==> src/sv/tetp_pkg.sv <==
// tetp_pkg: shared types, constants and register codes for the tricorn escape-time pixel block
// no dependencies
package tetp_pkg;

	localparam int COORD_BITS = 10;
	localparam int FRAC_BITS  = 28;
	localparam int FX_W       = 32;
	localparam int PROD_W     = 2 * FX_W;
	localparam int STEP_W     = 31;
	localparam int SPC_W      = 4;
	localparam int COUNT_W    = 8;
	localparam int CFG_DATA_W = 32;
	localparam int CFG_IDX_W  = 3;
	localparam int SHADE_W    = 8;

	typedef logic signed [FX_W-1:0] fx_t;

	localparam fx_t FX_MAX  = fx_t'(32'sh7FFF_FFFF);
	localparam fx_t FX_MIN  = fx_t'(32'sh8000_0000);
	localparam fx_t FX_FOUR = fx_t'(32'sh4000_0000);

	localparam logic [COUNT_W-1:0] MAX_ROUNDS = 8'd255;
	localparam logic [SHADE_W-1:0] SHADE_MAX  = 8'd255;

	localparam fx_t                X_ORIGIN_RST = fx_t'(-32'sd536870912);
	localparam fx_t                Y_ORIGIN_RST = fx_t'(-32'sd536870912);
	localparam logic [STEP_W-1:0]  X_STEP_RST   = 31'd1533916;
	localparam logic [STEP_W-1:0]  Y_STEP_RST   = 31'd1533916;
	localparam logic [SPC_W-1:0]   SPC_RST      = 4'd1;

	typedef enum logic [CFG_IDX_W-1:0] {
		CFG_X_ORIGIN        = 3'd0,
		CFG_Y_ORIGIN        = 3'd1,
		CFG_X_STEP          = 3'd2,
		CFG_Y_STEP          = 3'd3,
		CFG_STEPS_PER_CHECK = 3'd4
	} cfg_idx_t;

	typedef struct packed {
		fx_t               x_origin;
		fx_t               y_origin;
		logic [STEP_W-1:0] x_step;
		logic [STEP_W-1:0] y_step;
	} map_cfg_t;

	typedef struct packed {
		fx_t cx;
		fx_t cy;
	} point_t;

	typedef enum logic [1:0] {
		ST_IDLE,
		ST_MUL,
		ST_EVAL,
		ST_DONE
	} core_state_t;

endpackage

==> src/sv/tetp_front.sv <==
// tetp_front: accepts pixel beats and maps them to the complex point c
// depends on tetp_pkg
module tetp_front (
	input  logic                           clk,
	input  logic                           arst_n,
	input  tetp_pkg::map_cfg_t             cfg,
	input  logic                           in_valid,
	output logic                           in_ready,
	input  logic [tetp_pkg::COORD_BITS-1:0] pixel_x,
	input  logic [tetp_pkg::COORD_BITS-1:0] pixel_y,
	output logic                           push_valid,
	input  logic                           push_ready,
	output tetp_pkg::point_t               push_data
);
	import tetp_pkg::*;

	localparam int MP_W  = COORD_BITS + STEP_W;
	localparam int SUM_W = MP_W + 2;

	function automatic fx_t sat_sum(input logic signed [SUM_W-1:0] v);
		if (v[SUM_W-1:FX_W-1] == {(SUM_W-FX_W+1){v[SUM_W-1]}}) begin
			return v[FX_W-1:0];
		end else if (v[SUM_W-1]) begin
			return FX_MIN;
		end else begin
			return FX_MAX;
		end
	endfunction

	logic              valid_s1;
	logic [MP_W-1:0]   px_prod_s1;
	logic [MP_W-1:0]   py_prod_s1;
	logic signed [SUM_W-1:0] x_sum;
	logic signed [SUM_W-1:0] y_sum;

	assign in_ready   = !valid_s1 || push_ready;
	assign push_valid = valid_s1;

	always_ff @(posedge clk or negedge arst_n) begin
		if (!arst_n) begin
			valid_s1 <= 1'b0;
		end else if (in_valid && in_ready) begin
			valid_s1 <= 1'b1;
		end else if (push_ready) begin
			valid_s1 <= 1'b0;
		end
	end

	always_ff @(posedge clk) begin
		if (in_valid && in_ready) begin
			px_prod_s1 <= MP_W'(pixel_x) * MP_W'(cfg.x_step);
			py_prod_s1 <= MP_W'(pixel_y) * MP_W'(cfg.y_step);
		end
	end

	always_comb begin
		x_sum        = SUM_W'(cfg.x_origin) + $signed({2'b00, px_prod_s1});
		y_sum        = SUM_W'(cfg.y_origin) + $signed({2'b00, py_prod_s1});
		push_data.cx = sat_sum(x_sum);
		push_data.cy = sat_sum(y_sum);
	end

endmodule

==> config.mk <==
export PLATFORM = sky130hd
export DESIGN_NAME = tetp_front
export DESIGN_NICKNAME = d
export VERILOG_FILES = /design/src/sv/tetp_pkg.sv /design/src/sv/tetp_front.sv
export SDC_FILE = /design/constraint.sdc
export NUM_CORES = 2
export LEC_CHECK = 0
export ABC_AREA = 0
export BUFFER_PORTS_ARGS = -buffer_cell sky130_fd_sc_hd__buf_4
export CORE_MARGIN = 2
export CORE_UTILIZATION = 55
export CTS_CLUSTER_SIZE = 16
export DETAILED_ROUTE_END_ITERATION = 10
export GPL_TIMING_DRIVEN = 0
export PLACE_DENSITY = 0.76
export SETUP_SLACK_MARGIN = 0.02
export SYNTH_ARGS = -nofsm -noshare
export SYNTH_HDL_FRONTEND = slang
export SYNTH_SLANG_ARGS = --single-unit
==> constraint.sdc <==
create_clock -name clk -period 5 [get_ports clk]
set_input_delay 0.25 -clock clk [delete_from_list [all_inputs] [get_ports clk]]
set_output_delay 0.25 -clock clk [all_outputs]
set_load 0.01 [all_outputs]
# Word-level counts from Yosys, hierarchy flattened
# Cells that the tools add are included.
# Widths: inputs -> output; s select.
[totals]
ff_bits = 83
inputBits = 150
out_inout_bits = 66
[classes]
addsub = 2
n_mul = 2
n_eq_ne = 2
mux = 6
n_reduce_logical = 4
[op_table]
columns = ["op", "count"]
rows = [
  ["$mux 32", 4],
  ["$add 32x42->43", 2],
  ["$mul 10x31->41", 2],
  ["$eq 11x11->1", 2],
  ["$mux 1", 2],
  ["$reduce_bool 2->1", 1],
  ["$logic_and 1x1->1", 1],
  ["$logic_not 1->1", 1],
  ["$logic_or 1x1->1", 1],
]

# Depth between registers and ports, before layout
[logic_depth]
word_depth = 4
depth_mapped = 25
depth_no_buf = 24

# Worst setup path after synthesis
# No wires, ideal clock.
[synth_timing]
kind = "in2reg"
from = "in pixel_y[1] (netlist bit)"
to = "reg py_prod_s1[39], data pin"
setup_time_ps = 264
t_arrival_ps = 5934
t_required_ps = 4736
slack_ps = -1198
stages = 24
n_path_buf = 2
cell_sequence = "clkbuf_1 > nand2_1 > fa_1 > inv_1 > fa_1 > fa_1 > fa_1 > inv_1 > fa_1 > inv_1 > ha_1 > clkbuf_1 > a21o_1 > a21o_1 > a21oi_1 > o21ai_1 > a41oi_1 > o21ai_1 > a21o_1 > a21o_1 > o41a_1 > a221o_1 > a221oi_1 > xnor2_1"
[synth_via]
elab_chain_cells = 1
[synth_lines]
columns = ["item", "line_no", "source"]
rows = [
  ["from (decl)", "tetp_front.sv:10", "input logic [tetp_pkg::COORD_BITS-1:0] pixel_y,"],
  ["$mul 10x31->41", "tetp_front.sv:52", "py_prod_s1 <= MP_W'(pixel_y) * MP_W'(cfg.y_step);"],
  ["to (signal assigned)", "tetp_front.sv:52", ""],
  ["to (decl)", "tetp_front.sv:32", "logic [MP_W-1:0] py_prod_s1;"],
]
# Every way passes these cells.
# A chain may end at the register's enable or synchronous reset.

# Final worst setup path
[layout_timing]
from = "in pixel_y[4] (netlist bit)"
to = "reg py_prod_s1[39], data pin"
# The elaborated chain is that of the path after synthesis.

==> results <==
- The flow ran to the end, but the final reports show violations.
- The final reports fail on negative setup slack.
- The cell type with the highest occurrence count on the critical path is sky130_fd_sc_hd__fa_1.
- The worst stage delay on the critical path is 0.58 ns.
- After layout, the design draws a total of 25200 uW.
- The via count of the first global-routing pass is 23800.
- The worst hold path was traced through 2 stages.
- The clock tree buffer depth is 2.
- The data arrival time of the critical path is 6.10 ns.
- The floorplan step set the die height to 225 um.
- The final-layout setup total negative slack is -17.23 ns.
- The cell taking the most area after synthesis is sky130_fd_sc_hd__fa_1.
- For this run, global-route usage on met2 was measured as 49.2%.
- The global-route track usage on met3 is 5.31%.
- The leading cell type by number of instances after synthesis is sky130_fd_sc_hd__fa_1.
- In this run the remaining antenna-violating nets after routing total 0.
- For this block, the initial DRC count from the detailed router was 2008.
- Setup violations remaining at the end of the flow were counted as 36.
- During synthesis, Yosys emitted a total of 0 warnings.
- Input and output buffers added on the ports amount to 158.
- The path depth of the worst reg2reg path is 3.
- The pre-antenna-repair detailed-routing pass consisted of 5 iterations.
- The transition time of the tightest slew-check pin is 0.626 ns.
- For the finished layout, the period the worst path requires is 5.99 ns.
- Setup repair after global routing could not meet its margin everywhere.
- Counting distinct cell types in the post-synthesis netlist gives 71.
- The critical path in this run is classified as in2reg.
- The net switching power of the design is 13000 uW.
- The number of clock buffers inserted by TritonCTS is 9.
- The total standard cell area after synthesis is 26900 um2.
- The post-route worst setup slack is -0.991 ns.
- Once detailed placement completed, the half-perimeter wirelength came to 61300 um.
- Of the cells placed in the final design, the portion with a size suffix greater than 1 is 18.5%.
- The post-synthesis area per instance is 8.77 um2.
- The worst-case setup slack after placement is -1.80 ns.
- The initial core utilization is 56.0%.
- The count of state elements after synthesis is 83.
- Once placement completed, the tool counted placed cells totaling 3836.
- The routability-driven placement congestion ratio is 0.965.
- The final hold violation count is 0.
- In the synthesized netlist the async set-or-reset flop fraction comes to 1.20%.
- The number of max-capacitance violations reported is 0.
- In this run the biggest area consumer among cell types represents 34.4% of the synthesized area.
- The power share of the clock group is 3.0%.
- The level count of the clock H-tree is 3.
- For the worst setup path, the data required time is 5.11 ns.
- Of all nets on the critical path, the largest fanout is 5.
- The insertion delay to the later sink of the worst-skew pair is 0.35 ns.
- Net switching is 51.4% of the power.
- The cell leakage power is 0.0160 uW.
- The overall die area is 50600 um2.
- Headroom to the max-slew limit came out at 57.2%.
- The largest voltage drop on the vdd net is 0.000637 V.
- The signal on the critical path passes through buf_6 > clkbuf_8 > and2_4 > fa_1 > fa_1 > fa_1 > fa_1 > inv_2 > fa_1 > inv_2 > ha_4 > clkbuf_8 > a21o_1 > a21o_1 > a21oi_2 > o21ai_1 > a41oi_2 > o21ai_2 > a21o_1 > a21o_1 > o41a_1 > a221o_1 > a221oi_2 > xnor2_1.
- Global routing used 31.0% of the available tracks.
- The dominant synthesized flop cell is sky130_fd_sc_hd__edfxtp_1.
- In the synthesized netlist, the cells that appear most often are sky130_fd_sc_hd__fa_1, sky130_fd_sc_hd__inv_1, sky130_fd_sc_hd__nand2_1.
- The final count of pins violating max slew is 0.
- At the end of the flow, the number of nets in the layout was 4194.
- Synthesis produced 3062 cells.
- After filler insertion, the fill cell instance count of the layout stands at 3658.
- The ratio of routed vias to standard cells is 5.81.
- After floorplanning, the core was sized to cover 47900 um2.
- The sequential share of power is 7.8%.
- In the routed design, unresolved DRC markers number 0.
- The final cell count without fillers is 3969.
- The cell sitting at the root of the clock tree is a sky130_fd_sc_hd__clkbuf_16.
- The number of antenna violations at the first check in global routing came to 5.
- The worst setup path is captured at a flip-flop.
- The clock transition at the registers of the reported paths is 0.07 ns.
- The largest net degree at the start of global routing is 49.
- The layer with the highest usage after global routing is met2.
- Measured along the x axis, the die boundary spans 225 um.
- For this design, the slowest cell found on the critical path is sky130_fd_sc_hd__fa_1.
- For this run, the top clock speed supported by timing is 167 MHz.
- Summed over all layers, the global routing overflow is 0.
- The kind of path behind the tightest hold check is in2reg.
- The total internal power is 12200 uW.
- In this run the power density over the cells is 781 nW/um2.
- The startpoint class of the critical path is a primary input.
- The number of nets in the synthesized netlist is 3910.
- The worst hold slack across all endpoints is 0.0988 ns.
- Dividing the detail-routed wire length by the instance count gives 19.9 um.
- Per report_power, the combinational group accounts for 89.3% of the total.
- The global-route wire length before repair is 124000 um.
- The final critical-path share of the clock period is 120%.
- The final route contains 23100 vias.
- After synthesis, the cell types taking the most area are sky130_fd_sc_hd__fa_1, sky130_fd_sc_hd__ha_1, sky130_fd_sc_hd__edfxtp_1, sky130_fd_sc_hd__and2_1, sky130_fd_sc_hd__inv_1.
- Wires add up to 79200 um.
- The number of flops mapped to enable cells by yosys is 82.
- The area growth from synthesis to layout is 20.2%.
- The initialized floorplan defines 80 standard-cell rows.
- Of the synthesized area, sequential elements account for 9.26%.
- For the final database, setup skew stands at 0.00823 ns.
- The CTS tree is built.
- The number of clock sinks seen by CTS is 83.
- The fraction of met1 tracks used by global routing is 43.9%.
- The number of primary I/O pins is 216.
-- area by class of cell --
type / count / area (um2) / area share [%]
diodes: 3 / 7.51 / 0.0233
repair buffers: 276 / 2350 / 7.28
clock inverters: 7 / 105 / 0.326
well taps: 615 / 769 / 2.38
flip-flops and latches: 83 / 2490 / 7.71
plain buffers: 165 / 1490 / 4.63
clock buffers: 9 / 225 / 0.698
inverters: 447 / 1680 / 5.20
multi-input cells: 2364 / 23200 / 71.8
-- state kept, by name (all words and copies together), names as in the netlist --
name	count
px_prod_s1	41
push_valid	1
py_prod_s1	41
-- layout by cell type (no fill, tap or decap), types with 13 or more instances in the layout --
master	netlist	layout
sky130_fd_sc_hd__nor2b_1	19	18
sky130_fd_sc_hd__clkbuf_1	150	57
sky130_fd_sc_hd__nand4_1	25	25
sky130_fd_sc_hd__ha_4	0	17
sky130_fd_sc_hd__clkbuf_4	0	13
sky130_fd_sc_hd__clkbuf_16	0	30
sky130_fd_sc_hd__nor3_1	19	16
sky130_fd_sc_hd__a21oi_1	152	123
sky130_fd_sc_hd__nand2b_1	23	21
sky130_fd_sc_hd__o21bai_1	24	24
sky130_fd_sc_hd__xnor2_1	91	79
sky130_fd_sc_hd__nand2_1	372	359
sky130_fd_sc_hd__nand3_1	40	36
sky130_fd_sc_hd__nor2_1	81	77
sky130_fd_sc_hd__clkbuf_2	0	23
sky130_fd_sc_hd__inv_1	447	435
sky130_fd_sc_hd__a21o_1	122	122
sky130_fd_sc_hd__and2_1	344	321
sky130_fd_sc_hd__o21ai_0	92	63
sky130_fd_sc_hd__o21a_1	25	25
sky130_fd_sc_hd__ha_1	236	211
sky130_fd_sc_hd__xor2_1	59	54
sky130_fd_sc_hd__buf_4	0	236
sky130_fd_sc_hd__buf_6	2	32
sky130_fd_sc_hd__and2_4	0	22
sky130_fd_sc_hd__fa_1	462	448
sky130_fd_sc_hd__a21oi_2	1	24
sky130_fd_sc_hd__edfxtp_1	82	82
sky130_fd_sc_hd__buf_2	4	14
sky130_fd_sc_hd__fa_2	0	14
sky130_fd_sc_hd__clkbuf_8	0	23
sky130_fd_sc_hd__o21ai_2	0	17
-- worst max-delay path: cells and delay by family --
| kind | cells | cell delay, ns |
|---|---|---|
| XOR/XNOR | 1 | 0.09 |
| AND/OR/NAND/NOR | 1 | 0.14 |
| adder cells (fa/ha/maj) | 6 | 2.75 |
| buffers and inverters | 5 | 0.49 |
| AO/OA/AOI/OAI | 11 | 2.36 |
-- cell families (layout without fill, tap and decap cells) --
family,count (synthesis),in the layout,synth area share (%)
and+or+nand+nor,980,980,18.6
adders and majority gates,698,698,45.4
buffers and inverters,615,904,8.67
AOI/OAI and AO/OA,528,528,12.9
xor gates and xnor gates,150,150,4.89
DFF,83,83,9.26
muxes,8,8,0.321
other,0,3,0
-- metrics by stage --
step                cell area [um2]  utilization (%)
finish                        32300             67.3
global route                  32300             67.3
CTS                           31400             65.6
detailed placement            29300             61.1
global placement              29300             61.1
floorplan                     27300                -
-- worst paths after layout --
check	slack, ns	from	endpoint
worst max-delay path	-0.99	pixel_y[4]	py_prod_s1[39]
worst min-delay path	0.1	in_valid	push_valid
worst max register to register	3.34	push_valid	py_prod_s1[1]
worst min register to register	0.56	push_valid	push_valid
max in group asynchronous	4.72	arst_n	push_valid
min in group asynchronous	0.20	arst_n	push_valid
-- power by group through the flow --
stage	Sequential, uW	Clock (uW)	Combinational, uW
3_5_place_dp	1980	0	17800
5_1_grt	1980	779	24400
2_1_floorplan	1870	0	13400
4_1_cts	1960	755	20000
6_report	1960	749	22500
3_3_place_gp	1970	0	17300
-- per-layer routing --
| metal | up-vias | share of wire [%] |
|---|---|---|
| met1 | 11300 | 43 |
| met4 | 4 | 3.1 |
| met3 | 186 | 8.5 |
| met5 | - | 0.024 |
| met2 | 1121 | 46 |
| li1 | 10400 | - |
-- repair_timing --
item                                    CTS  global route
setup buffers                            87            35
hold endpoints to repair                  1             0
gates resized for setup                 251           177
cloned                                    4             2
pin swaps                                98            86
endpoints found under the setup margin  107           109
hold buffers                              1             0
Note: power is estimated with default switching activity, not from simulation.
