**config.mk**
```make
export PLATFORM = sky130hd
export DESIGN_NAME = tetp_queue
export DESIGN_NICKNAME = d
export VERILOG_FILES = /design/src/sv/tetp_pkg.sv /design/src/sv/tetp_queue.sv
export SDC_FILE = /design/constraint.sdc
export NUM_CORES = 1
export LEC_CHECK = 0
export ABC_CLOCK_PERIOD_IN_PS = 4100
export BUFFER_PORTS_ARGS = -buffer_cell sky130_fd_sc_hd__buf_2
export CORE_UTILIZATION = 40
export DETAILED_ROUTE_END_ITERATION = 10
export PLACE_DENSITY = 0.74
export SLEW_MARGIN = 20
export SYNTH_ARGS = -nofsm -noshare
export SYNTH_HDL_FRONTEND = slang
export SYNTH_SLANG_ARGS = --single-unit
```
**constraint.sdc**
```tcl
create_clock -name clk -period 4.1 [get_ports clk]
set_input_delay 0.82 -clock clk [delete_from_list [all_inputs] [get_ports clk]]
set_output_delay 0.82 -clock clk [all_outputs]
set_load 0.05 [all_outputs]
```
**src/sv/tetp_pkg.sv**
```systemverilog
// tetp_pkg: shared types, constants and register codes for the tricorn escape-time pixel block
// no dependencies
package tetp_pkg;

	localparam int COORD_BITS = 10;
	localparam int FRAC_BITS  = 28;
	localparam int FX_W       = 32;
	localparam int PROD_W     = 2 * FX_W;
	localparam int STEP_W     = 31;
	localparam int SPC_W      = 4;
	localparam int COUNT_W    = 8;
	localparam int CFG_DATA_W = 32;
	localparam int CFG_IDX_W  = 3;
	localparam int SHADE_W    = 8;

	typedef logic signed [FX_W-1:0] fx_t;

	localparam fx_t FX_MAX  = fx_t'(32'sh7FFF_FFFF);
	localparam fx_t FX_MIN  = fx_t'(32'sh8000_0000);
	localparam fx_t FX_FOUR = fx_t'(32'sh4000_0000);

	localparam logic [COUNT_W-1:0] MAX_ROUNDS = 8'd255;
	localparam logic [SHADE_W-1:0] SHADE_MAX  = 8'd255;

	localparam fx_t                X_ORIGIN_RST = fx_t'(-32'sd536870912);
	localparam fx_t                Y_ORIGIN_RST = fx_t'(-32'sd536870912);
	localparam logic [STEP_W-1:0]  X_STEP_RST   = 31'd1533916;
	localparam logic [STEP_W-1:0]  Y_STEP_RST   = 31'd1533916;
	localparam logic [SPC_W-1:0]   SPC_RST      = 4'd1;

	typedef enum logic [CFG_IDX_W-1:0] {
		CFG_X_ORIGIN        = 3'd0,
		CFG_Y_ORIGIN        = 3'd1,
		CFG_X_STEP          = 3'd2,
		CFG_Y_STEP          = 3'd3,
		CFG_STEPS_PER_CHECK = 3'd4
	} cfg_idx_t;

	typedef struct packed {
		fx_t               x_origin;
		fx_t               y_origin;
		logic [STEP_W-1:0] x_step;
		logic [STEP_W-1:0] y_step;
	} map_cfg_t;

	typedef struct packed {
		fx_t cx;
		fx_t cy;
	} point_t;

	typedef enum logic [1:0] {
		ST_IDLE,
		ST_MUL,
		ST_EVAL,
		ST_DONE
	} core_state_t;

endpackage

```
**src/sv/tetp_queue.sv**
```systemverilog
// tetp_queue: two-entry queue of mapped points between front and core
// depends on tetp_pkg
module tetp_queue (
	input  logic             clk,
	input  logic             arst_n,
	input  logic             push_valid,
	output logic             push_ready,
	input  tetp_pkg::point_t push_data,
	output logic             pop_valid,
	input  logic             pop_ready,
	output tetp_pkg::point_t pop_data
);
	import tetp_pkg::*;

	point_t     mem_q [2];
	logic       wr_ptr_q;
	logic       rd_ptr_q;
	logic [1:0] fill_q;
	logic       do_push;
	logic       do_pop;

	assign push_ready = (fill_q != 2'd2);
	assign pop_valid  = (fill_q != 2'd0);
	assign pop_data   = mem_q[rd_ptr_q];
	assign do_push    = push_valid && push_ready;
	assign do_pop     = pop_valid && pop_ready;

	always_ff @(posedge clk or negedge arst_n) begin
		if (!arst_n) begin
			wr_ptr_q <= 1'b0;
			rd_ptr_q <= 1'b0;
			fill_q   <= 2'd0;
		end else begin
			if (do_push) begin
				wr_ptr_q <= !wr_ptr_q;
			end
			if (do_pop) begin
				rd_ptr_q <= !rd_ptr_q;
			end
			if (do_push && !do_pop) begin
				fill_q <= fill_q + 2'd1;
			end else if (do_pop && !do_push) begin
				fill_q <= fill_q - 2'd1;
			end
		end
	end

	always_ff @(posedge clk) begin
		if (do_push) begin
			mem_q[wr_ptr_q] <= push_data;
		end
	end

endmodule

```
=== After elaboration in Yosys (flattened, before gate mapping) ===
Memories as Yosys holds them, arrays and structs flattened.
Cells that the tools add are included.

* Input port bits: 68
* Register bits: 4
* Output and inout port bits: 66
* Word-level logic and storage cells: 21
* Memories kept: 1
* RAM bits: 128

* Reduce and logical (&&, ||, !) cells: 10
* Equality and inequality tests: 1
* Add/sub/neg operators: 2
* Multiplexer cells: 4

{| class="wikitable"
|+ Memories
! memory !! words !! width !! read ports !! clocked after memory_dff !! write ports !! RTL line !! text
|-
| mem_q || 2 || 64 || 1 || 0 || 1 || tetp_queue.sv:15 || <nowiki>point_t mem_q [2];</nowiki>
|}

{| class="wikitable"
|+ Operators with widths
! kind !! count
|-
| 1-bit logical AND || 4
|-
| 1-bit zero test || 4
|-
| 2-bit two-way mux || 2
|-
| 2-bit nonzero test || 2
|-
| 2-bit by 1-bit adder with 2-bit output, second input constant || 1
|-
| 1-bit two-way mux || 2
|-
| 2-bit inequality test, second input constant || 1
|-
| 2-bit by 1-bit subtractor with 2-bit output, second input constant || 1
|}

=== Longest topological paths before layout ===
Gate-level depths: netlist of run 1.

* Depth after elaboration: 6
* Mapped depth: 7
* Mapped depth without buffers: 7

=== Least setup slack after synthesis of run 1 ===
Ideal clock, no wire load.

* Path kind: reg2reg
* Start: register fill_q[0]
* End: memory mem_q[0][0] (netlist bit), enable pin
* Data arrival time: 3.746 ns
* Stages on the path, launching flop included: 4
* Data required time: 3.613 ns
* Buffers on the path: 0
* Library setup time: 0.487 ns
* Path slack: -0.133 ns
* Clock period less this slack: 4.233 ns
* Path through: dfrtp_1 > nand2b_1 > nand2_1 > nor2_1

* Longest elaborated chain between the ends: 4

{| class="wikitable"
|+ Ends and longest elaborated chain
! item !! RTL line !! text
|-
| start: declaration || tetp_queue.sv:18 || <nowiki>logic [1:0] fill_q;</nowiki>
|-
| start signal: assignment || tetp_queue.sv:41 || <nowiki>fill_q <= fill_q + 2'd1;</nowiki>
|-
| start signal: assignment || tetp_queue.sv:43 || <nowiki>fill_q <= fill_q - 2'd1;</nowiki>
|-
| 2-bit inequality test || tetp_queue.sv:22 || <nowiki>assign push_ready = (fill_q != 2'd2);</nowiki>
|-
| via push_ready || tetp_queue.sv:7 || <nowiki>output logic push_ready,</nowiki>
|-
| 1-bit logical AND || tetp_queue.sv:25 || <nowiki>assign do_push = push_valid && push_ready;</nowiki>
|-
| 1-bit two-way mux || tetp_queue.sv:49 || <nowiki>if (do_push) begin</nowiki>
|-
| 1-bit two-way mux (implied by the code) || tetp_queue.sv:50 || <nowiki>mem_q[wr_ptr_q] <= push_data;</nowiki>
|-
| end: declaration || tetp_queue.sv:15 ||
|}

The timed path passes the listed nets, and every way through them passes these cells.

==> results.yml, run 1 <==
clock_tree:
  cts_buffers: 17
  insertion_delay_ns: 0.41
  path_clk_slew_ns: 0.06
  clockBufferDepth: 2
  cts_resized: 0
  cts_num_sinks: 132
  holdBufCountCts: 0
  cts_tree: "built"
  post_cts_buffers: 0
  cts.htree.levels: 4
  clock-root-buffer: "clkbuf_16"
global_routing:
  antenna_found_initial: 1
  grt_overflow_total: 0
  grt_pass1_wl_mm: 12.5
  grt_max_degree: 65
  grt_usage_pct: 13.4
  grt_pass1_vias: 2565
timing:
  whs_ns: 0.207
  final-setup-viol-count: 0
  fin_crit_ns: 2.97
  fmax_ghz: 0.337
  slew_headroom_pct: 40.9
  finalHoldViolCount: 0
  drv_slew: 0
  fin_skew_ns: 0.00731
  rsz0062_at_grt: "no"
  max_slew.worst_pin.slew_ns: 0.886
  finalSetupTns_ns: 0
  fin_crit_sh_pct: 72.4
setup_path:
  r2r_setup_slack_ns: 2.34
  worstSetupPathType: "reg -> out"
  slowest_stage: "dfrtp_4"
  max_stage_delay_ns: 0.79
  crit_path_max_fanout: 33
  critPathRequiredTime_ns: 3.28
  crit_buf_inv: 2
  critical_path.startpoint_type: "register"
  critPathArrivalTime_ns: 2.15
  crit_path_end_kind: "output port"
  crit_family: "flip-flops"
  worstPathCellList: "buf_12, mux2_2, buf_2"
synthesis:
  postSynthAreaPerCell_um2: 23.1
  synth_top_area_share_pct: 76.6
  ys_ff_latch: 132
  ys_async_sr_fraction_pct: 3.03
  syn-cell-area_mm2: 0.00502
  yosysUniqueCellTypes: 15
  ys_warn_count: 0
  syn_inst: 217
  synth_area_leaders: "edfxtp_1 77%, mux2_4 15%, mux2_2 3.1%"
  synthTopCellsByCount: "128 x edfxtp_1, 50 x mux2_4, 14 x mux2_2"
  yosys_most_used_dff: "edfxtp_1"
  synth_top_area_cell: "edfxtp_1"
  syn_nets: 286
  yosysSeqAreaShare_pct: 78.6
  synth_edf_count: 128
  synth_most_common_cell: "edfxtp_1"
power:
  irDropWorstVdd_mv: 0.423
  power.total_mw: 5.92
  power_leakage_nw: 2.60
  cellPowerDensity_mw_per_mm2: 906
routing:
  drtAntennaViolNets: 0
  dr.pass1.iters: 4
  vias: 2452
  vias_per_cell: 4.49
  wl_mm: 8.20
  post-route-drc-count: 0
  initialDrtViolationCount: 138
  post_drt_wl_per_cell_um: 15.0
layout:
  antenna_cells: 0
  fillers: 991
  design_area_mm2: 0.00654
  nets: 434
  area_growth_pct: 30.2
  layout-drive-gt1-share_pct: 61.6
place:
  place_hpwl_mm: 5.31
  finalWeightedCongestion: 0.686
  portBuffers: 133
  place_area_mm2: 0.00587
die:
  rows: 40
  die_width_um: 114
  io_pins: 134
  start_util_pct: 41.4
  dieArea_mm2: 0.0130
  core_area_mm2: 0.0121
  die_y_um: 114
job:
  max_cap_violations: 0
outcome:
  status: "finished, final reports clean"
min_path:
  hold_class: "in -> async"
## layout make-up
type	count	area, µm²	area share, %
clock buffers	18	429	6.57
clock inverters	14	234	3.58
inverters	1	3.75	0.0574
multi-input cells	77	1010	15.5
flip-flops and latches	132	3950	60.4
well taps	168	210	3.22
repair buffers	136	701	10.7
## through the flow
step / std cells / util (%) / setup WS [ns]
floorplan: 217 / - / 0.932
global placement: 514 / 48.5 / 1.55
detailed placement: 514 / 48.5 / 1.54
CTS: 546 / 54.0 / 1.09
global route: 546 / 54.0 / 1.03
finish: 546 / 54.0 / 1.13
## metal layers
layer	vias to the layer above	wire length (µm)	track usage, %
li1	1153	-	-
met1	1199	3360	14.8
met2	84	4170	21.7
met3	14	505	5.79
met4	2	149	7.53
met5	-	17	0
## report_power, final
| group | total (mW) | internal (mW) | switching, mW | leakage (nW) |
|---|---|---|---|---|
| sequential | 2.01 | 1.85 | 0.160 | 1.23 |
| clock | 1.68 | 1.14 | 0.540 | 0.314 |
| combinational | 2.23 | 0.715 | 1.52 | 1.06 |
## worst reg2reg max path, stage by stage (launching register included)
cell      delay, ns
dfrtp_1        0.40
nand2b_1       0.16
and3_4         0.79
## final timing paths
| path | to | cells after the start | from |
|---|---|---|---|
| max | pop_data[60] | 3 | rd_ptr_q |
| min | fill_q[1] | 1 | arst_n |
| max reg2reg | mem_q[1][33] | 2 | fill_q[0] |
| min reg2reg | fill_q[1] | 1 | fill_q[1] |
| max in group asynchronous | rd_ptr_q | 1 | arst_n |
| min in group clk | fill_q[1] | 1 | fill_q[1] |
## flip-flops by register name (all words and copies together), names as in the netlist
| signal | cells |
|---|---|
| wr_ptr_q | 1 |
| mem_q | 128 |
| rd_ptr_q | 1 |
| fill_q | 2 |
## placed cells by master (no fill, tap or decap)
master and count:
clkbuf_16 17, nor2_1 1, nor2_4 1, ha_1 1
or2_1 1, clkinvlp_4 3, bufinv_16 6, clkbuf_1 1
mux2_4 50, xnor2_1 3, mux2_2 14, clkinv_1 1
inv_1 1, edfxtp_1 128, nand2b_1 1, buf_4 2
dfrtp_1 3, dfrtp_4 1, clkinv_2 2, buf_2 133
buf_12 1, clkinv_4 2, nand2_1 2, and3_4 1
xor2_1 2
## cell families (layout without fill, tap and decap cells)
kind of cell	count (synthesis)	count (layout)	share of synthesized area, %
flip-flops	132	132	78.6
multiplexers	64	64	18.1
buffers and inverters	8	169	1.52
AND/OR/NAND/NOR	7	7	0.673
XOR/XNOR	5	5	0.873
adder cells (fa/ha/maj)	1	1	0.249
Power figures use the tool's default switching activity.
==> inputs of run 2 (changes only) <==
--- a/config.mk
+++ b/config.mk
@@ -5,11 +5,11 @@
 export SDC_FILE = /design/constraint.sdc
 export NUM_CORES = 1
 export LEC_CHECK = 0
-export ABC_CLOCK_PERIOD_IN_PS = 4100
+export ABC_CLOCK_PERIOD_IN_PS = 2700
 export BUFFER_PORTS_ARGS = -buffer_cell sky130_fd_sc_hd__buf_2
 export CORE_UTILIZATION = 40
 export DETAILED_ROUTE_END_ITERATION = 10
-export PLACE_DENSITY = 0.74
+export PLACE_DENSITY = 0.77
 export SLEW_MARGIN = 20
 export SYNTH_ARGS = -nofsm -noshare
 export SYNTH_HDL_FRONTEND = slang
==> constraint.sdc (replaced) <==
create_clock -name clk -period 2.7 [get_ports clk]
set_input_delay 0.54 -clock clk [delete_from_list [all_inputs] [get_ports clk]]
set_output_delay 0.54 -clock clk [all_outputs]
set_load 0.05 [all_outputs]
==> run 2 against run 1 <==
Combinational power is 58% higher. Count of clock-buffer cells in the layout is 3 higher. Wire length is 0.71% lower. Global-route usage is 0.33 points lower. Critical path type unchanged. Final cell count is 0.37% higher.
==> results.yml, run 2 (synthesis gave the netlist of run 1 again) <==
routing:
  post_drt_wl_per_cell_um: 14.9
  post-route-drc-count: 0
  wl_mm: 8.14
  vias: 2452
  drtAntennaViolNets: 0
  vias_per_cell: 4.47
  initialDrtViolationCount: 114
  dr.pass1.iters: 4
timing:
  finalSetupTns_ns: 0
  fin_crit_sh_pct: 88.3
  finalHoldViolCount: 0
  max_slew.worst_pin.slew_ns: 0.458
  fin_crit_ns: 2.38
  rsz0062_at_grt: "no"
  timing.final.ws_setup_ns: 0.316
  slew_headroom_pct: 69.5
  fmax_ghz: 0.419
  fin_skew_ns: 0.00716
  drv_slew: 0
  final-setup-viol-count: 0
  whs_ns: 0.322
place:
  dp_slack_ns: 0.709
  place_area_mm2: 0.00589
  place_hpwl_mm: 5.56
  portBuffers: 133
  finalWeightedCongestion: 0.668
min_path:
  hold_class: "in -> reg"
  min_delay_path_depth: 1
  holdCritStartpoint: "push_data[51]"
setup_path:
  rr_worst_depth: 4
  crit_path_max_fanout: 28
  setup.worst_path.start: "rd_ptr_q"
  critical_path.startpoint_type: "register"
  rr_startpoint: "fill_q[0]"
  critPathRequiredTime_ns: 2.16
  worstSetupPathType: "reg -> out"
  worstPathCellList: "buf_4, mux2_2, buf_2"
  max_stage_delay_ns: 0.42
  slowest_stage: "dfrtp_4"
  critPathArrivalTime_ns: 1.84
  crit_path_end_kind: "output port"
die:
  die_y_um: 114
  rows: 40
  die_width_um: 114
  io_pins: 134
  core_area_mm2: 0.0121
  dieArea_mm2: 0.0130
  start_util_pct: 41.4
outcome:
  status: "finished, final reports clean"
power:
  irDropWorstVdd_mv: 1.06
  power_leakage_nw: 2.56
  cellPowerDensity_mw_per_mm2: 1320
layout:
  reg_top3: "mem_q: 128 flops, fill_q: 2 flops"
  layout-drive-gt1-share_pct: 60.0
  final_cell_mix: "133 x buf_2, 128 x edfxtp_1, 50 x mux2_4"
  regMostFlops: "mem_q"
  area_growth_pct: 27.7
  design_area_mm2: 0.00641
  nets: 438
  largest_reg_flops: 128
  final_common_cell: "buf_2"
  antenna_cells: 0
global_routing:
  grt_overflow_total: 0
  grt_max_degree: 38
  grt_pass1_wl_mm: 12.2
  grt_pass1_vias: 2504
  antenna_found_initial: 0
  grt_usage_pct: 13.1
clock_tree:
  cts_buffers: 17
  cts.htree.levels: 4
  post_cts_buffers: 0
  clockBufferDepth: 2
  cts_tree: "built"
  path_clk_slew_ns: 0.05
  clock-root-buffer: "clkbuf_16"
  cts_resized: 0
  holdBufCountCts: 1
  cts_num_sinks: 132
  insertion_delay_ns: 0.40
job:
  max_cap_violations: 0
-- run 2: cell types whose count changed in the layout (fill, tap and decap cells not counted), sizes merged --
cell	before	now
bufinv	6	1
buf	136	139
clkbuf	18	21
clkinv	5	8
clkinvlp	3	0
dlygate4sd3	0	1
-- run 2: where the power goes --
| group | total (mW) | switching (mW) | internal (mW) |
|---|---|---|---|
| registers | 2.94 | 0.129 | 2.81 |
| logic | 3.53 | 2.43 | 1.11 |
| clock network | 1.95 | 0.719 | 1.23 |
| total | 8.43 | 3.28 | 5.15 |
-- run 2: metal layers --
layer / wire length (µm) / vias up / share of wire (%) / global-route usage [%]
met1: 3290 / 1183 / 40 / 13.9
met3: 542 / 11 / 6.7 / 5.31
li1: - / 1163 / - / -
met2: 4170 / 95 / 51 / 22.1
met4: 139 / 0 / 1.7 / 7.10
met5: 0 / - / 0 / 0
-- run 2: final timing paths --
| kind | to | slack [ns] |
|---|---|---|
| setup / recovery | pop_data[54] | 0.32 |
| hold / removal | mem_q[1][51] | 0.32 |
| setup reg to reg | mem_q[0][59] | 1.12 |
| hold reg to reg | fill_q[1] | 0.50 |
| max in group asynchronous | rd_ptr_q | 2.08 |
| min in group asynchronous | rd_ptr_q | 0.47 |
-- run 2: cell type report --
class | count | area [µm²]
repair buffers | 140 | 733
multi-input cells | 77 | 1010
well taps | 168 | 210
clock inverters | 9 | 65.1
inverters | 1 | 3.75
clock buffers | 21 | 440
flip-flops and latches | 132 | 3950
fillers | 1015 | 5700
-- run 2: metrics by stage --
stage / total power [mW] / utilization (%) / cells
after floorplan: 5.92 / - / 217
after global placement: 6.51 / 48.6 / 517
after detailed placement: 6.57 / 48.6 / 517
after CTS: 8.54 / 52.9 / 548
after global routing: 8.77 / 52.9 / 548
final: 8.43 / 52.9 / 548
-- run 2: worst max-delay path: cells and delay by family (launching register included) --
family	cells	cell delay (ns)
buffers and inverters	2	0.60
multiplexers	1	0.40
flip-flops	1	0.42
==> inputs of run 3 (changes only) <==
--- a/config.mk
+++ b/config.mk
@@ -5,7 +5,7 @@
 export SDC_FILE = /design/constraint.sdc
 export NUM_CORES = 1
 export LEC_CHECK = 0
-export ABC_CLOCK_PERIOD_IN_PS = 2700
+export ABC_CLOCK_PERIOD_IN_PS = 2100
 export BUFFER_PORTS_ARGS = -buffer_cell sky130_fd_sc_hd__buf_2
 export CORE_UTILIZATION = 40
 export DETAILED_ROUTE_END_ITERATION = 10
==> constraint.sdc (replaced) <==
create_clock -name clk -period 2.1 [get_ports clk]
set_input_delay 0.42 -clock clk [delete_from_list [all_inputs] [get_ports clk]]
set_output_delay 0.42 -clock clk [all_outputs]
set_load 0.05 [all_outputs]
==> run 3 against run 2 <==
Flip-flop and latch count is the same. Wire length grew 1.2%. Combinational power grew 38%. Count of clock-buffer cells in the layout is the same. First-iteration DRC count grew 17%. Register-to-register slack lost 0.60 ns. Global-route usage grew 0.25 points. Design area grew 2.2%.
==> results.yml, run 3 (synthesis gave the netlist of run 1 again) <==
global_routing:
  antenna_found_initial: 0
  grt_usage_pct: 13.3
  grt_overflow_total: 0
  grt_pass1_vias: 2458
  grt_max_degree: 38
  grt_pass1_wl_mm: 12.4
timing:
  drv_slew: 0
  fin_skew_ns: 0.00902
  slew_headroom_pct: 66.5
  fin_crit_ns: 2.07
  max_slew.worst_pin.slew_ns: 0.503
  final-setup-viol-count: 0
  whs_ns: 0.200
  finalHoldViolCount: 0
  fin_crit_sh_pct: 98.5
  fmax_ghz: 0.484
  rsz0062_at_grt: "yes"
routing:
  post-route-drc-count: 0
  post_drt_wl_per_cell_um: 15.0
  vias_per_cell: 4.43
  wl_mm: 8.24
  vias: 2431
  dr.pass1.iters: 4
  initialDrtViolationCount: 133
  drtAntennaViolNets: 0
layout:
  antenna_cells: 0
  instances_no_fill: 549
  seq_area_mm2: 0.00395
  reg_top3: "mem_q: 128 flops, fill_q: 2 flops"
  final_common_cell: "edfxtp_1"
  largest_reg_flops: 128
  area_growth_pct: 30.5
  layout-drive-gt1-share_pct: 60.9
  fillers: 967
  nets: 439
  final_cell_mix: "128 x edfxtp_1, 107 x buf_2, 55 x mux2_4"
  regMostFlops: "mem_q"
  multi_input_area_mm2: 0.00104
clock_tree:
  cts_tree: "built"
  cts_buffers: 17
  clockBufferDepth: 2
  path_clk_slew_ns: 0.05
  insertion_delay_ns: 0.41
  cts_num_sinks: 132
  cts.htree.levels: 4
  clock-root-buffer: "clkbuf_16"
setup_path:
  worstSetupPathType: "reg -> out"
  crit_path_max_fanout: 28
  critPathRequiredTime_ns: 1.68
  crit_path_end_kind: "output port"
  critical_path.startpoint_type: "register"
  rr_endpoint: "mem_q[0][30]"
  crit_family: "flip-flops"
  max_stage_delay_ns: 0.51
  rr_worst_depth: 4
  r2r_setup_slack_ns: 0.52
  worstPathCellList: "buf_12, mux2_4, buf_4"
  rr_startpoint: "fill_q[0]"
  crit_buf_inv: 2
  slowest_stage: "dfrtp_4"
  critPathArrivalTime_ns: 1.65
power:
  power_leakage_nw: 2.63
  switchingPower_mw: 4.29
  swShare_pct: 38.8
  irDropWorstVdd_mv: 1.25
  p_int_mw: 6.77
  p_clk_share_pct: 21.7
  comb_power_share_pct: 43.9
  cellPowerDensity_mw_per_mm2: 1690
  seq_power_share_pct: 34.4
min_path:
  hold_class: "in -> reg"
  holdCritStartpoint: "push_data[47]"
  hold_path_end: "mem_q[0][47]"
  min_delay_path_depth: 1
place:
  dpl.cell_count: 518
  finalWeightedCongestion: 0.671
  place_hpwl_mm: 5.55
  portBuffers: 133
outcome:
  status: "finished, final reports clean"
die:
  start_util_pct: 41.4
  die_y_um: 114
  die_width_um: 114
  rows: 40
  io_pins: 134
  core_area_mm2: 0.0121
  dieArea_mm2: 0.0130
job:
  max_cap_violations: 0
[run 3: layout make-up]
class                   count  area share, %
repair buffers            141           13.2
clock inverters             9          0.631
inverters                   1         0.0573
well taps                 168           3.21
multi-input cells          77           15.9
flip-flops and latches    132           60.3
clock buffers              21           6.73
[run 3: layer usage]
layer	track usage, %	vias up	wire [µm]
met5	0	-	0
met4	5.45	0	91
li1	-	1159	-
met2	21.3	85	4130
met3	6.27	10	503
met1	15.5	1177	3520
[run 3: power groups by stage]
stage          combinational [mW]  sequential [mW]  clock (mW)
2_1_floorplan                3.85             3.79           0
3_3_place_gp                 4.60             3.81           0
3_5_place_dp                 4.63             3.85           0
4_1_cts                      4.74             3.81        2.48
5_1_grt                      5.08             3.85        2.60
6_report                     4.86             3.80        2.40
[run 3: what timing repair did]
action | in CTS | in global routing
setup buffers | 0 | 0
hold endpoints to repair | 4 | 0
setup endpoints to repair | 38 | 51
gates resized for setup | 17 | 43
hold buffers | 1 | 0
gates cloned | 0 | 0
[run 3: stage by stage]
stage	util (%)	worst slack (ns)	power (mW)	cell area [µm²]	TNS (ns)
after global placement	48.8	0.319	8.41	5910	0
after detailed placement	48.8	0.306	8.48	5910	0
after global routing	54.1	-0.0266	11.5	6550	-0.317
after floorplan	-	-0.000680	7.64	5040	-0.0435
after CTS	53.3	-0.0197	11.0	6450	-0.0718
final	54.1	0.0318	11.1	6550	0
[run 3: worst max-delay path by stage]
stage,from,to,cells past startpoint
6_report,rd_ptr_q,pop_data[63],3
2_1_floorplan,fill_q[0],mem_q[0][0],3
3_3_place_gp,rd_ptr_q,pop_data[30],3
4_1_cts,rd_ptr_q,pop_data[63],3
5_1_grt,rd_ptr_q,pop_data[51],3
3_5_place_dp,rd_ptr_q,pop_data[30],3
[run 3: worst reg2reg max path: cells and delay by family, from the launching register on]
kind	cells	cell delay (ns)
flip-flops	1	0.40
AND/OR/NAND/NOR	3	0.35
buffers and inverters	1	0.43
